===== src/rtl/ahms_pkg.sv =====
`default_nettype none

package ahms_pkg;

  localparam logic [2:0] KIND_TICK       = 3'd0;
  localparam logic [2:0] KIND_HOME       = 3'd1;
  localparam logic [2:0] KIND_GOTO       = 3'd2;
  localparam logic [2:0] KIND_CLEAR_POINT = 3'd3;
  localparam logic [2:0] KIND_HOLD       = 3'd4;

  typedef enum logic [2:0] {
    HOME_IDLE        = 3'd0,
    HOME_RESET       = 3'd1,
    HOME_ALARM_CHECK = 3'd2,
    HOME_WAIT_SVOFF  = 3'd3,
    HOME_WAIT_SVRDY  = 3'd4,
    HOME_SETUP_PULSE = 3'd5,
    HOME_FINAL_WAIT  = 3'd6,
    HOME_DONE        = 3'd7
  } home_state_t;

  typedef enum logic [2:0] {
    MOVE_IDLE       = 3'd0,
    MOVE_READY      = 3'd1,
    MOVE_START      = 3'd2,
    MOVE_WAIT_SERVO = 3'd3,
    MOVE_DRIVE      = 3'd4,
    MOVE_WAIT_BUSY  = 3'd5,
    MOVE_END        = 3'd6
  } move_state_t;

endpackage

`default_nettype wire


===== src/rtl/actuator_homing_and_move_sequencer_core.sv =====
// A word passes through the input register and then the result register before its result is valid.
// Throughput: one word per cycle while in_stall is low; the input register takes a word
// while a result waits on out_stall, and in_stall rises only when both registers are full.
// Reset (rst, synchronous, active high): both sequences idle, stored point 0,
// done flags clear, request latches low, no word in flight; result outputs are not reset.
`default_nettype none

module actuator_homing_and_move_sequencer_core (
  input  wire logic       clk,
  input  wire logic       rst,
  input  wire logic       in_valid,
  output logic            in_stall,
  input  wire logic [2:0] kind,
  input  wire logic [2:0] step_number,
  input  wire logic       busy_req,
  input  wire logic       servo_ready,
  input  wire logic       setup_on,
  input  wire logic       in_position,
  input  wire logic       alarm_clear,
  input  wire logic [2:0] point_code,
  output logic            out_valid,
  input  wire logic       out_stall,
  output logic            servo_on,
  output logic            setup_req,
  output logic            drive_req,
  output logic            reset_req,
  output logic            hold_req,
  output logic [2:0]      point_select,
  output logic            homing_done,
  output logic            move_done,
  output logic            hold_refused,
  output logic [2:0]      homing_phase,
  output logic [2:0]      move_phase
);

  // input register
  logic       s_valid;
  logic [2:0] s_kind;
  logic [2:0] s_step;
  logic       s_busy;
  logic       s_svre;
  logic       s_seton;
  logic       s_inp;
  logic       s_noalarm;
  logic [2:0] s_pos;

  // sequencer state
  ahms_pkg::home_state_t home_state, home_state_next, home_adv;
  ahms_pkg::move_state_t move_state, move_state_next, move_adv;
  logic [2:0] stored_point, stored_point_next;
  logic       move_flag, move_flag_next;
  logic       home_flag, home_flag_next;
  logic       lat_svon, lat_svon_next;
  logic       lat_reset, lat_reset_next;
  logic       lat_drive, lat_drive_next;
  logic       lat_hold, lat_hold_next;
  logic       lat_setup, lat_setup_next;
  logic [2:0] lat_point, lat_point_next;
  logic       refused_next;

  logic out_free;
  logic go_ok;
  logic is_tick;

  assign out_free = !out_valid || !out_stall;
  assign in_stall = s_valid && !out_free;
  assign is_tick  = (s_kind == ahms_pkg::KIND_TICK);
  assign go_ok    = (s_kind == ahms_pkg::KIND_GOTO) && (s_step != stored_point) && !s_busy;

  always_ff @(posedge clk) begin
    if (rst) begin
      s_valid <= 1'b0;
    end else if (!in_stall) begin
      s_valid <= in_valid;
    end
    if (!in_stall) begin
      s_kind    <= kind;
      s_step    <= step_number;
      s_busy    <= busy_req;
      s_svre    <= servo_ready;
      s_seton   <= setup_on;
      s_inp     <= in_position;
      s_noalarm <= alarm_clear;
      s_pos     <= point_code;
    end
  end

  // one homing step
  always_comb begin
    home_adv = home_state;
    case (home_state)
      ahms_pkg::HOME_RESET:       home_adv = ahms_pkg::HOME_ALARM_CHECK;
      ahms_pkg::HOME_ALARM_CHECK: if (!s_busy && s_noalarm) home_adv = ahms_pkg::HOME_WAIT_SVOFF;
      ahms_pkg::HOME_WAIT_SVOFF:  if (!s_svre) home_adv = ahms_pkg::HOME_WAIT_SVRDY;
      ahms_pkg::HOME_WAIT_SVRDY:  if (s_svre) home_adv = ahms_pkg::HOME_SETUP_PULSE;
      ahms_pkg::HOME_SETUP_PULSE: begin
        if (!s_busy || (s_seton && !s_inp)) home_adv = ahms_pkg::HOME_FINAL_WAIT;
      end
      ahms_pkg::HOME_FINAL_WAIT: begin
        if (!s_busy && s_seton && s_inp) home_adv = ahms_pkg::HOME_DONE;
      end
      default: home_adv = home_state;
    endcase
  end

  // one move step; a go-to-point word carries the start request
  always_comb begin
    case (move_state)
      ahms_pkg::MOVE_IDLE:  move_adv = ahms_pkg::MOVE_IDLE;
      ahms_pkg::MOVE_READY: begin
        move_adv = (s_kind == ahms_pkg::KIND_GOTO) ? ahms_pkg::MOVE_START : ahms_pkg::MOVE_READY;
      end
      ahms_pkg::MOVE_START: move_adv = ahms_pkg::MOVE_WAIT_SERVO;
      ahms_pkg::MOVE_WAIT_SERVO: begin
        move_adv = s_svre ? ahms_pkg::MOVE_DRIVE : ahms_pkg::MOVE_WAIT_SERVO;
      end
      ahms_pkg::MOVE_DRIVE: begin
        move_adv = s_busy ? ahms_pkg::MOVE_WAIT_BUSY : ahms_pkg::MOVE_DRIVE;
      end
      ahms_pkg::MOVE_WAIT_BUSY: begin
        move_adv = !s_busy ? ahms_pkg::MOVE_END : ahms_pkg::MOVE_WAIT_BUSY;
      end
      ahms_pkg::MOVE_END:   move_adv = ahms_pkg::MOVE_READY;
      default:              move_adv = ahms_pkg::MOVE_IDLE;
    endcase
  end

  // next state
  always_comb begin
    home_state_next   = home_state;
    move_state_next   = move_state;
    stored_point_next = stored_point;
    move_flag_next    = move_flag;
    home_flag_next    = home_flag;
    case (s_kind)
      ahms_pkg::KIND_TICK: begin
        home_state_next = home_adv;
        move_state_next = move_adv;
        if (s_inp && (s_pos == stored_point)) move_flag_next = 1'b1;
        if (s_inp && (s_pos == 3'd0)) home_flag_next = 1'b1;
      end
      ahms_pkg::KIND_HOME: begin
        home_state_next   = ahms_pkg::HOME_ALARM_CHECK;
        move_state_next   = ahms_pkg::MOVE_READY;
        stored_point_next = 3'd0;
        move_flag_next    = 1'b0;
        home_flag_next    = 1'b0;
      end
      ahms_pkg::KIND_GOTO: begin
        if (go_ok) begin
          move_state_next   = move_adv;
          stored_point_next = s_step;
          move_flag_next    = 1'b0;
        end
      end
      ahms_pkg::KIND_CLEAR_POINT: stored_point_next = 3'd0;
      default: ;
    endcase
  end

  // request lines; the move step is applied after the homing step
  always_comb begin
    lat_svon_next  = lat_svon;
    lat_reset_next = lat_reset;
    lat_drive_next = lat_drive;
    lat_hold_next  = lat_hold;
    lat_setup_next = lat_setup;
    lat_point_next = lat_point;
    refused_next   = 1'b0;
    if (is_tick) begin
      case (home_state)
        ahms_pkg::HOME_RESET: begin
          lat_svon_next  = 1'b0;
          lat_setup_next = 1'b0;
        end
        ahms_pkg::HOME_ALARM_CHECK: lat_reset_next = s_busy || !s_noalarm;
        ahms_pkg::HOME_WAIT_SVOFF:  if (!s_svre) lat_svon_next = 1'b1;
        ahms_pkg::HOME_WAIT_SVRDY:  if (s_svre) lat_setup_next = 1'b1;
        ahms_pkg::HOME_SETUP_PULSE: if (!s_busy || (s_seton && !s_inp)) lat_setup_next = 1'b0;
        default: ;
      endcase
    end
    if (s_kind == ahms_pkg::KIND_HOME) begin
      lat_svon_next  = 1'b0;
      lat_setup_next = 1'b0;
    end
    if (go_ok) lat_point_next = s_step;
    if (is_tick || go_ok) begin
      case (move_state)
        ahms_pkg::MOVE_START:      lat_svon_next = 1'b1;
        ahms_pkg::MOVE_WAIT_SERVO: if (s_svre) lat_drive_next = 1'b1;
        ahms_pkg::MOVE_DRIVE:      lat_drive_next = 1'b0;
        default: ;
      endcase
    end
    if (s_kind == ahms_pkg::KIND_HOLD) begin
      if (!lat_hold && s_busy) begin
        lat_hold_next = 1'b1;
      end else if (lat_hold && !s_busy) begin
        lat_hold_next = 1'b0;
      end else begin
        refused_next = 1'b1;
      end
    end
  end

  logic step_en;
  assign step_en = s_valid && out_free;

  always_ff @(posedge clk) begin
    if (rst) begin
      home_state   <= ahms_pkg::HOME_IDLE;
      move_state   <= ahms_pkg::MOVE_IDLE;
      stored_point <= 3'd0;
      move_flag    <= 1'b0;
      home_flag    <= 1'b0;
      lat_svon     <= 1'b0;
      lat_reset    <= 1'b0;
      lat_drive    <= 1'b0;
      lat_hold     <= 1'b0;
      lat_setup    <= 1'b0;
      lat_point    <= 3'd0;
      out_valid    <= 1'b0;
    end else begin
      if (step_en) begin
        home_state   <= home_state_next;
        move_state   <= move_state_next;
        stored_point <= stored_point_next;
        move_flag    <= move_flag_next;
        home_flag    <= home_flag_next;
        lat_svon     <= lat_svon_next;
        lat_reset    <= lat_reset_next;
        lat_drive    <= lat_drive_next;
        lat_hold     <= lat_hold_next;
        lat_setup    <= lat_setup_next;
        lat_point    <= lat_point_next;
      end
      if (out_free) out_valid <= s_valid;
    end
  end

  // result register
  always_ff @(posedge clk) begin
    if (step_en) begin
      servo_on     <= lat_svon_next;
      setup_req    <= lat_setup_next;
      drive_req    <= lat_drive_next;
      reset_req    <= lat_reset_next;
      hold_req     <= lat_hold_next;
      point_select <= lat_point_next;
      homing_done  <= home_flag_next;
      move_done    <= move_flag_next;
      hold_refused <= refused_next;
      homing_phase <= home_state_next;
      move_phase   <= move_state_next;
    end
  end

endmodule

`default_nettype wire


===== config.mk =====
export PLATFORM = sky130hd
export DESIGN_NAME = actuator_homing_and_move_sequencer_core
export DESIGN_NICKNAME = d
export VERILOG_FILES = /design/src/rtl/ahms_pkg.sv /design/src/rtl/actuator_homing_and_move_sequencer_core.sv
export SDC_FILE = /design/constraint.sdc
export NUM_CORES = 1
export LEC_CHECK = 0
export ABC_CLOCK_PERIOD_IN_PS = 1970
export BUFFER_PORTS_ARGS = -buffer_cell sky130_fd_sc_hd__buf_2
export CORE_ASPECT_RATIO = 0.7
export CORE_MARGIN = 2
export CORE_UTILIZATION = 48
export CTS_CLUSTER_DIAMETER = 150
export DETAILED_ROUTE_END_ITERATION = 7
export HOLD_SLACK_MARGIN = 0.03
export PLACE_DENSITY = 0.77
export SYNTH_ARGS = -nofsm -noshare
export SYNTH_HDL_FRONTEND = slang
export SYNTH_SLANG_ARGS = --single-unit

===== constraint.sdc =====
create_clock -name clk -period 1.97 [get_ports clk]
set_input_delay 0.394 -clock clk [delete_from_list [all_inputs] [get_ports clk]]
set_output_delay 0.394 -clock clk [all_outputs]
set_load 0.01 [all_outputs]

* Word-level counts from Yosys, hierarchy flattened
Index checks and enable logic that the tools add are counted.
** Word-level totals
- Flip-flop bits (word level) :: 52
- Bits in latches :: 0
- Bits in writable memories :: 0
- ROM bits :: 0
- Bits of input ports :: 18
- Output and inout bits :: 19
- Word-level logic and storage cells :: 123
- Memories kept :: 0
** Operators by class
- $add $sub $neg :: 0
- Multipliers :: 0
- Div/mod/pow operators :: 0
- $lt $le $gt $ge :: 0
- Eq/ne operators :: 19
- Shift-type cells :: 0
- Mux-type cells :: 42
- Bitwise logic cells :: 1
- Reductions and logical operators :: 29
** Operator list (count)
- $pmux W3 S6 :: 2
- $mux W3 :: 9
- $eq A3 B3 Y1 const B :: 7
- $mux W1 :: 21
- $eq A3 B2 Y1 const B :: 6
- $logic_and A1 B1 Y1 :: 12
- $pmux W3 S2 :: 2
- $eq A3 B1 Y1 const B :: 3
- $pmux W3 S3 :: 1
- $logic_not A1 Y1 :: 7
- $logic_not A3 Y1 :: 2
- $pmux W1 S2 :: 3
- $pmux W1 S3 :: 2
- $logic_or A1 B1 Y1 :: 4
- $mux W2 :: 2
- $reduce_or A2 Y1 :: 2
- $eq A3 B3 Y1 :: 1
- $ne A3 B3 Y1 :: 1
- $reduce_and A3 Y1 :: 1
- $ne A2 B2 Y1 const B :: 1
- $reduce_bool A2 Y1 :: 1
- $not A1 Y1 :: 1

* Depth between registers and ports, before layout
- Depth in word-level cells :: 7
- Gate-level depth with buffers :: 7
- Depth with buffers taken out :: 6

* Worst setup path after synthesis
No wires, ideal clock.
- Path kind :: in2reg
- Start point :: input port out_stall
- End point :: register move_state[2]
- Library setup time :: 0.074 ns
- Arrival :: 1.747 ns
- Required time :: 1.896 ns
- Path slack :: 0.148 ns
- Stages :: 6
- Path buffers :: 1
- Cells stage by stage :: nand2_1 -> nand2_1 -> clkinv_1 -> buf_1 -> o211ai_1 -> a31oi_1
** Between the ends
- Longest elaborated chain between the ends :: 3
** RTL lines
- start, declared :: line actuator_homing_and_move_sequencer_core.sv:22 : input wire logic out_stall,
- $logic_not A1 Y1 :: line actuator_homing_and_move_sequencer_core.sv:65 : assign out_free = !out_valid || !out_stall;
- $logic_or A1 B1 Y1 :: line actuator_homing_and_move_sequencer_core.sv:65
- $logic_and A1 B1 Y1 :: line actuator_homing_and_move_sequencer_core.sv:208 : assign step_en = s_valid && out_free;
- named net step_en :: line actuator_homing_and_move_sequencer_core.sv:207 : logic step_en;
- end signal, assigned :: line actuator_homing_and_move_sequencer_core.sv:213 : move_state <= ahms_pkg::MOVE_IDLE;
- end signal, assigned :: line actuator_homing_and_move_sequencer_core.sv:227 : move_state <= move_state_next;
- end, declared :: line actuator_homing_and_move_sequencer_core.sv:49 : ahms_pkg::move_state_t move_state, move_state_next, move_adv;
The timed path passes the listed nets, and every way through them passes these cells.
A chain may end at the register's enable or synchronous reset.

* Worst setup path in the final report
- Start point :: register s_kind[2]
- End point :: register move_state[1]
** Between the ends
- Longest elaborated chain between the ends :: 5
- Elaborated cells on any way between the ends :: 9
- Those cells by class :: eq/ne: 2; mux: 4; reduce/logical: 3
** RTL lines
- start, declared :: line actuator_homing_and_move_sequencer_core.sv:38 : logic [2:0] s_kind;
- start signal, assigned :: line actuator_homing_and_move_sequencer_core.sv:77 : s_kind <= kind;
- $eq A3 B2 Y1 :: line actuator_homing_and_move_sequencer_core.sv:68, actuator_homing_and_move_sequencer_core.sv:111, actuator_homing_and_move_sequencer_core.sv:135
- $mux W2 or $logic_and A1 B1 Y1 (tied branches) :: line actuator_homing_and_move_sequencer_core.sv:111, actuator_homing_and_move_sequencer_core.sv:68
- $pmux W3 S6 or $logic_and A1 B1 Y1 (tied branches) :: line actuator_homing_and_move_sequencer_core.sv:108, actuator_homing_and_move_sequencer_core.sv:68
- $mux W3 :: line actuator_homing_and_move_sequencer_core.sv:150 : if (go_ok) begin
- $pmux W3 S3 * :: line actuator_homing_and_move_sequencer_core.sv:135 : case (s_kind)
Every way passes the cells marked *; elsewhere a longest branch is shown, timed or not.

==> impl.org <==
** Clock network
- Hold buffer count at cts :: 0
- Clock buffer count from CTS :: 5
- Clock sink count :: 52
- Clock-pin slew was measured on the worst setup and hold paths at 0.09 ns.
- TritonCTS built the clock tree.
- The clock passes through at most 2 buffers.
- The clock reaches the later pin of the worst-skew pair after 0.30 ns.
- The number of setup buffers added after CTS is 0.
- H-tree depth :: 2
- Root Buffer :: clkbuf_8

** STA
- Final hold violations :: 0
- Dividing the final minimum period by the clock period gives 92.89%.
- Setup violations remaining at the end of the flow were counted as 0.
- Top achievable clock speed :: 546.5 MHz
- Worst Tran Pin Value :: 0.4793 ns
- The total count of max-transition violations in the final report is 0.
- On the final layout, the worst hold slack is 0.2651 ns.
- Setup TNS :: 0 ns
- Largest clock skew in the final design :: 0.006759 ns
- The worst path needs 1.830 ns of the cycle, external delays included.
- Rel. slew slack :: 67.96%
- Setup repair after global routing left no endpoint under its margin.

** Yosys
- Count of synthesis-stage warnings from yosys :: 0
- Post-synthesis sequential area ratio :: 54.30%
- Post-synthesis register bit count :: 52
- Largest cells by area after synthesis :: edfxtp_1 37%, dfxtp_1 17%, nand2_1 3.5%, a21oi_1 3.0%, nand3_1 2.4%
- Proportion of netlist area held by the largest area contributor :: 37.41%
- Number of flops mapped to enable cells by yosys :: 31
- Synthesized area divided by synthesized cell count :: 10.55 sq um
- The number of nets in the synthesized netlist is 254.
- Area of the mapped netlist :: 2489 sq um
- Number of unique standard cell types used by synthesis :: 57
- Cell type with the highest aggregate area in the netlist :: edfxtp_1
- Counting every instance in the synthesized netlist gives 236.
- For this run, the leading register cell type out of synthesis is edfxtp_1.
- Fraction of synthesis flops using an asynchronous set or reset pin :: 0%

** Critical path
- For the worst setup path, the data arrival time is 2.03 ns.
- Critical-path cell list :: buf_4 -> nor4b_4 -> o31a_4 -> o21ai_0 -> a32o_1
- Among all stages on the critical path, the largest delay is contributed by edfxtp_1.
- Highest net fanout along the worst path :: 14
- R2r worst-path depth :: 5
- Maximum cell stage delay along the critical path :: 0.41 ns
- The worst register-to-register path begins at s_kind[2].
- End of the worst register-to-register path :: move_state[1]
- STA classifies the critical path endpoint as a flop.
- Data on the critical path is required at its endpoint by 2.17 ns.
- Bufs and invs on worst path :: 1
- In this design, the largest share of critical-path delay is due to compound AO/OA/AOI/OAI gates.
- Setup slack on the worst reg-to-reg path comes out at 0.14 ns.
- STA classifies the critical path startpoint as a flop.
- Category of the most critical setup path :: reg -> reg

** Floorplanning
- The floorplan has 21 rows.
- Die Wd :: 90.06 um
- After floorplanning, the core was sized to cover 4887 sq um.
- The die covers 5786 sq um.
- Top-level I/O count :: 37
- Initial standard-cell utilization of the core :: 50.92%
- Die Y-Extent :: 64.25 um

** Power and ir drop
- IR analysis of the VDD net gives a maximum drop of 0.4578 mV.
- Areal power density over the cells :: 701.6 nW/um^2
- Summing internal, switching and leakage power gives 2.045 mW.
- In this run the static leakage power is 1.116 nW.

** Hold path
- Type of the tightest min-delay check :: in -> reg
- Depth of the worst hold-timing path :: 1
- Worst min-delay path endpoint :: s_pos[2]
- Beginning of the worst hold path :: point_code[2]

** GRT
- Initial antenna violation count :: 0
- GRT Util Overall :: 19.44%
- GRT overflow :: 0
- Vias in the first global route :: 1847
- Wire length of the first global-routing pass :: 8928 um
- Entering global routing, the biggest net connects 35 pins.

** Run
- Number of max-cap violations :: 0

** Place
- Routability-driven placement congestion ratio :: 0.8608
- Detailed placement ended at an HPWL of 3770 um.
- Count of buffers inserted at the top-level ports :: 36

** Layout
- Multi-input logic area :: 1057 sq um
- Final net count :: 297
- N_diodes :: 0
- In the final layout, the share of cells above drive strength 1 is 24.64%.
- Area overhead of the layout relative to synthesis :: 17.14%
- Util after Layout :: 59.65%
- Flip-flop and latch area :: 1351 sq um
- Fill cells in the final layout number 434.

** Routing
- Detailed Route WL :: 5408 um
- In the routed design, unresolved DRC markers number 0.
- First DRT Iteration DRCs :: 187
- The first TritonRoute pass finished after 5 iterations.
- After detailed routing, the number of vias per cell comes to 5.722.
- Summing over every cut layer, the via total after detailed routing is 1997.
- Routed length per placed instance :: 15.50 um
- Number of nets still failing antenna checks after routing :: 0

** Status
- Result of the run :: finished clean
-- cell usage in the layout (no fill, tap or decap), drive strengths merged, types with 2 or more instances in the layout --
master and n:
nand3 12, o21ai 15, and3 2, o2bb2ai 3, o31a 2, nand2b 6
buf 51, nor4b 3, clkinv 3, a32o 4, o21a 3, nor3 7
o31ai 4, or3b 2, nor2 11, o211ai 3, xnor2 3, dfxtp 21
edfxtp 31, nor2b 8, xor2 4, nor3b 2, nand2 23, a31oi 9
a21oi 15, clkbuf 6, inv 5, a21boi 2, a21o 2, or3 2
-- cells in the mapped netlist (all sizes together), types with 2 or more instances --
library cell,number
o2bb2ai,3
o31a,2
and3,2
o21ai,15
o21a,3
a21o,2
a21oi,15
nor2,11
nand2,23
nand2b,6
inv,5
edfxtp,31
a21boi,2
or3,2
o31ai,4
or3b,2
nor3,7
dfxtp,21
clkbuf,8
nor2b,8
a32o,4
nand3,12
buf,7
a31oi,9
o211ai,3
nor3b,2
nor4b,3
xor2,4
xnor2,3
-- power by group --
part	total, mW	internal (mW)	switching (mW)	leakage [nW]
Combinational	0.208	0.0816	0.127	0.580
Clock	0.619	0.281	0.338	0.0510
Sequential	1.22	1.19	0.0265	0.485
Total	2.05	1.55	0.491	1.12
-- kinds of logic after synthesis --
logic type,Yosys count,share of synthesized area [%]
DFF,52,54.30
buffers and inverters,21,3.921
xor gates and xnor gates,7,2.464
muxes,2,0.8547
and+or+nand+nor,84,19.01
AOI/OAI and AO/OA,70,19.46
-- worst max path at each step --
stage	slack (ns)	start	depth (start not counted)	end
final	0.14	s_kind[2]	5	move_state[1]
after global routing	0.0008	s_kind[2]	5	move_state[1]
after CTS	0.03	s_step[1]	4	drive_req
after detailed placement	0.04	s_step[1]	4	drive_req
after global placement	0.11	s_step[1]	4	drive_req
after floorplan	0.15	out_stall	6	move_state[2]
-- area by class of cell --
type | count | area share [%]
Multi-Input combinational cell | 163 | 36.27
Clock buffer | 6 | 2.833
Tap cell | 69 | 2.961
Inverter | 6 | 0.7725
Sequential cell | 52 | 46.35
Clock inverter | 2 | 0.3433
Timing Repair Buffer | 51 | 10.47
-- stage by stage --
step | cell area [sq um] | setup slack, ns | cells
after floorplan | 2489 | 0.1484 | 236
after global placement | 2805 | 0.1125 | 341
after detailed placement | 2805 | 0.04183 | 341
after CTS | 2898 | 0.03312 | 349
after global routing | 2915 | 0.0007552 | 349
final | 2915 | 0.1401 | 349
-- repair_timing --
action,4_1_cts,5_1_grt
gates resized for setup,0,3
hold endpoints to repair,0,0
setup endpoints to repair,0,7
-- registers in the layout (all words and copies together), names as in the netlist, 3 cells and up --
register,count
s_kind,3
homing_phase,3
stored_point,3
lat_point,3
s_step,3
move_state,3
point_select,3
s_pos,3
home_state,3
move_phase,3
-- layer usage --
| layer | up-vias | part of all wire (%) | track usage (%) |
|---|---|---|---|
| li1 | 966 | - | - |
| met5 | - | 0 | 0 |
| met3 | 5 | 8.9 | 5.660 |
| met2 | 90 | 45 | 29.14 |
| met1 | 936 | 45 | 27.19 |
| met4 | 0 | 0.83 | 6.346 |
No activity file was read; power rests on OpenSTA's default activity.
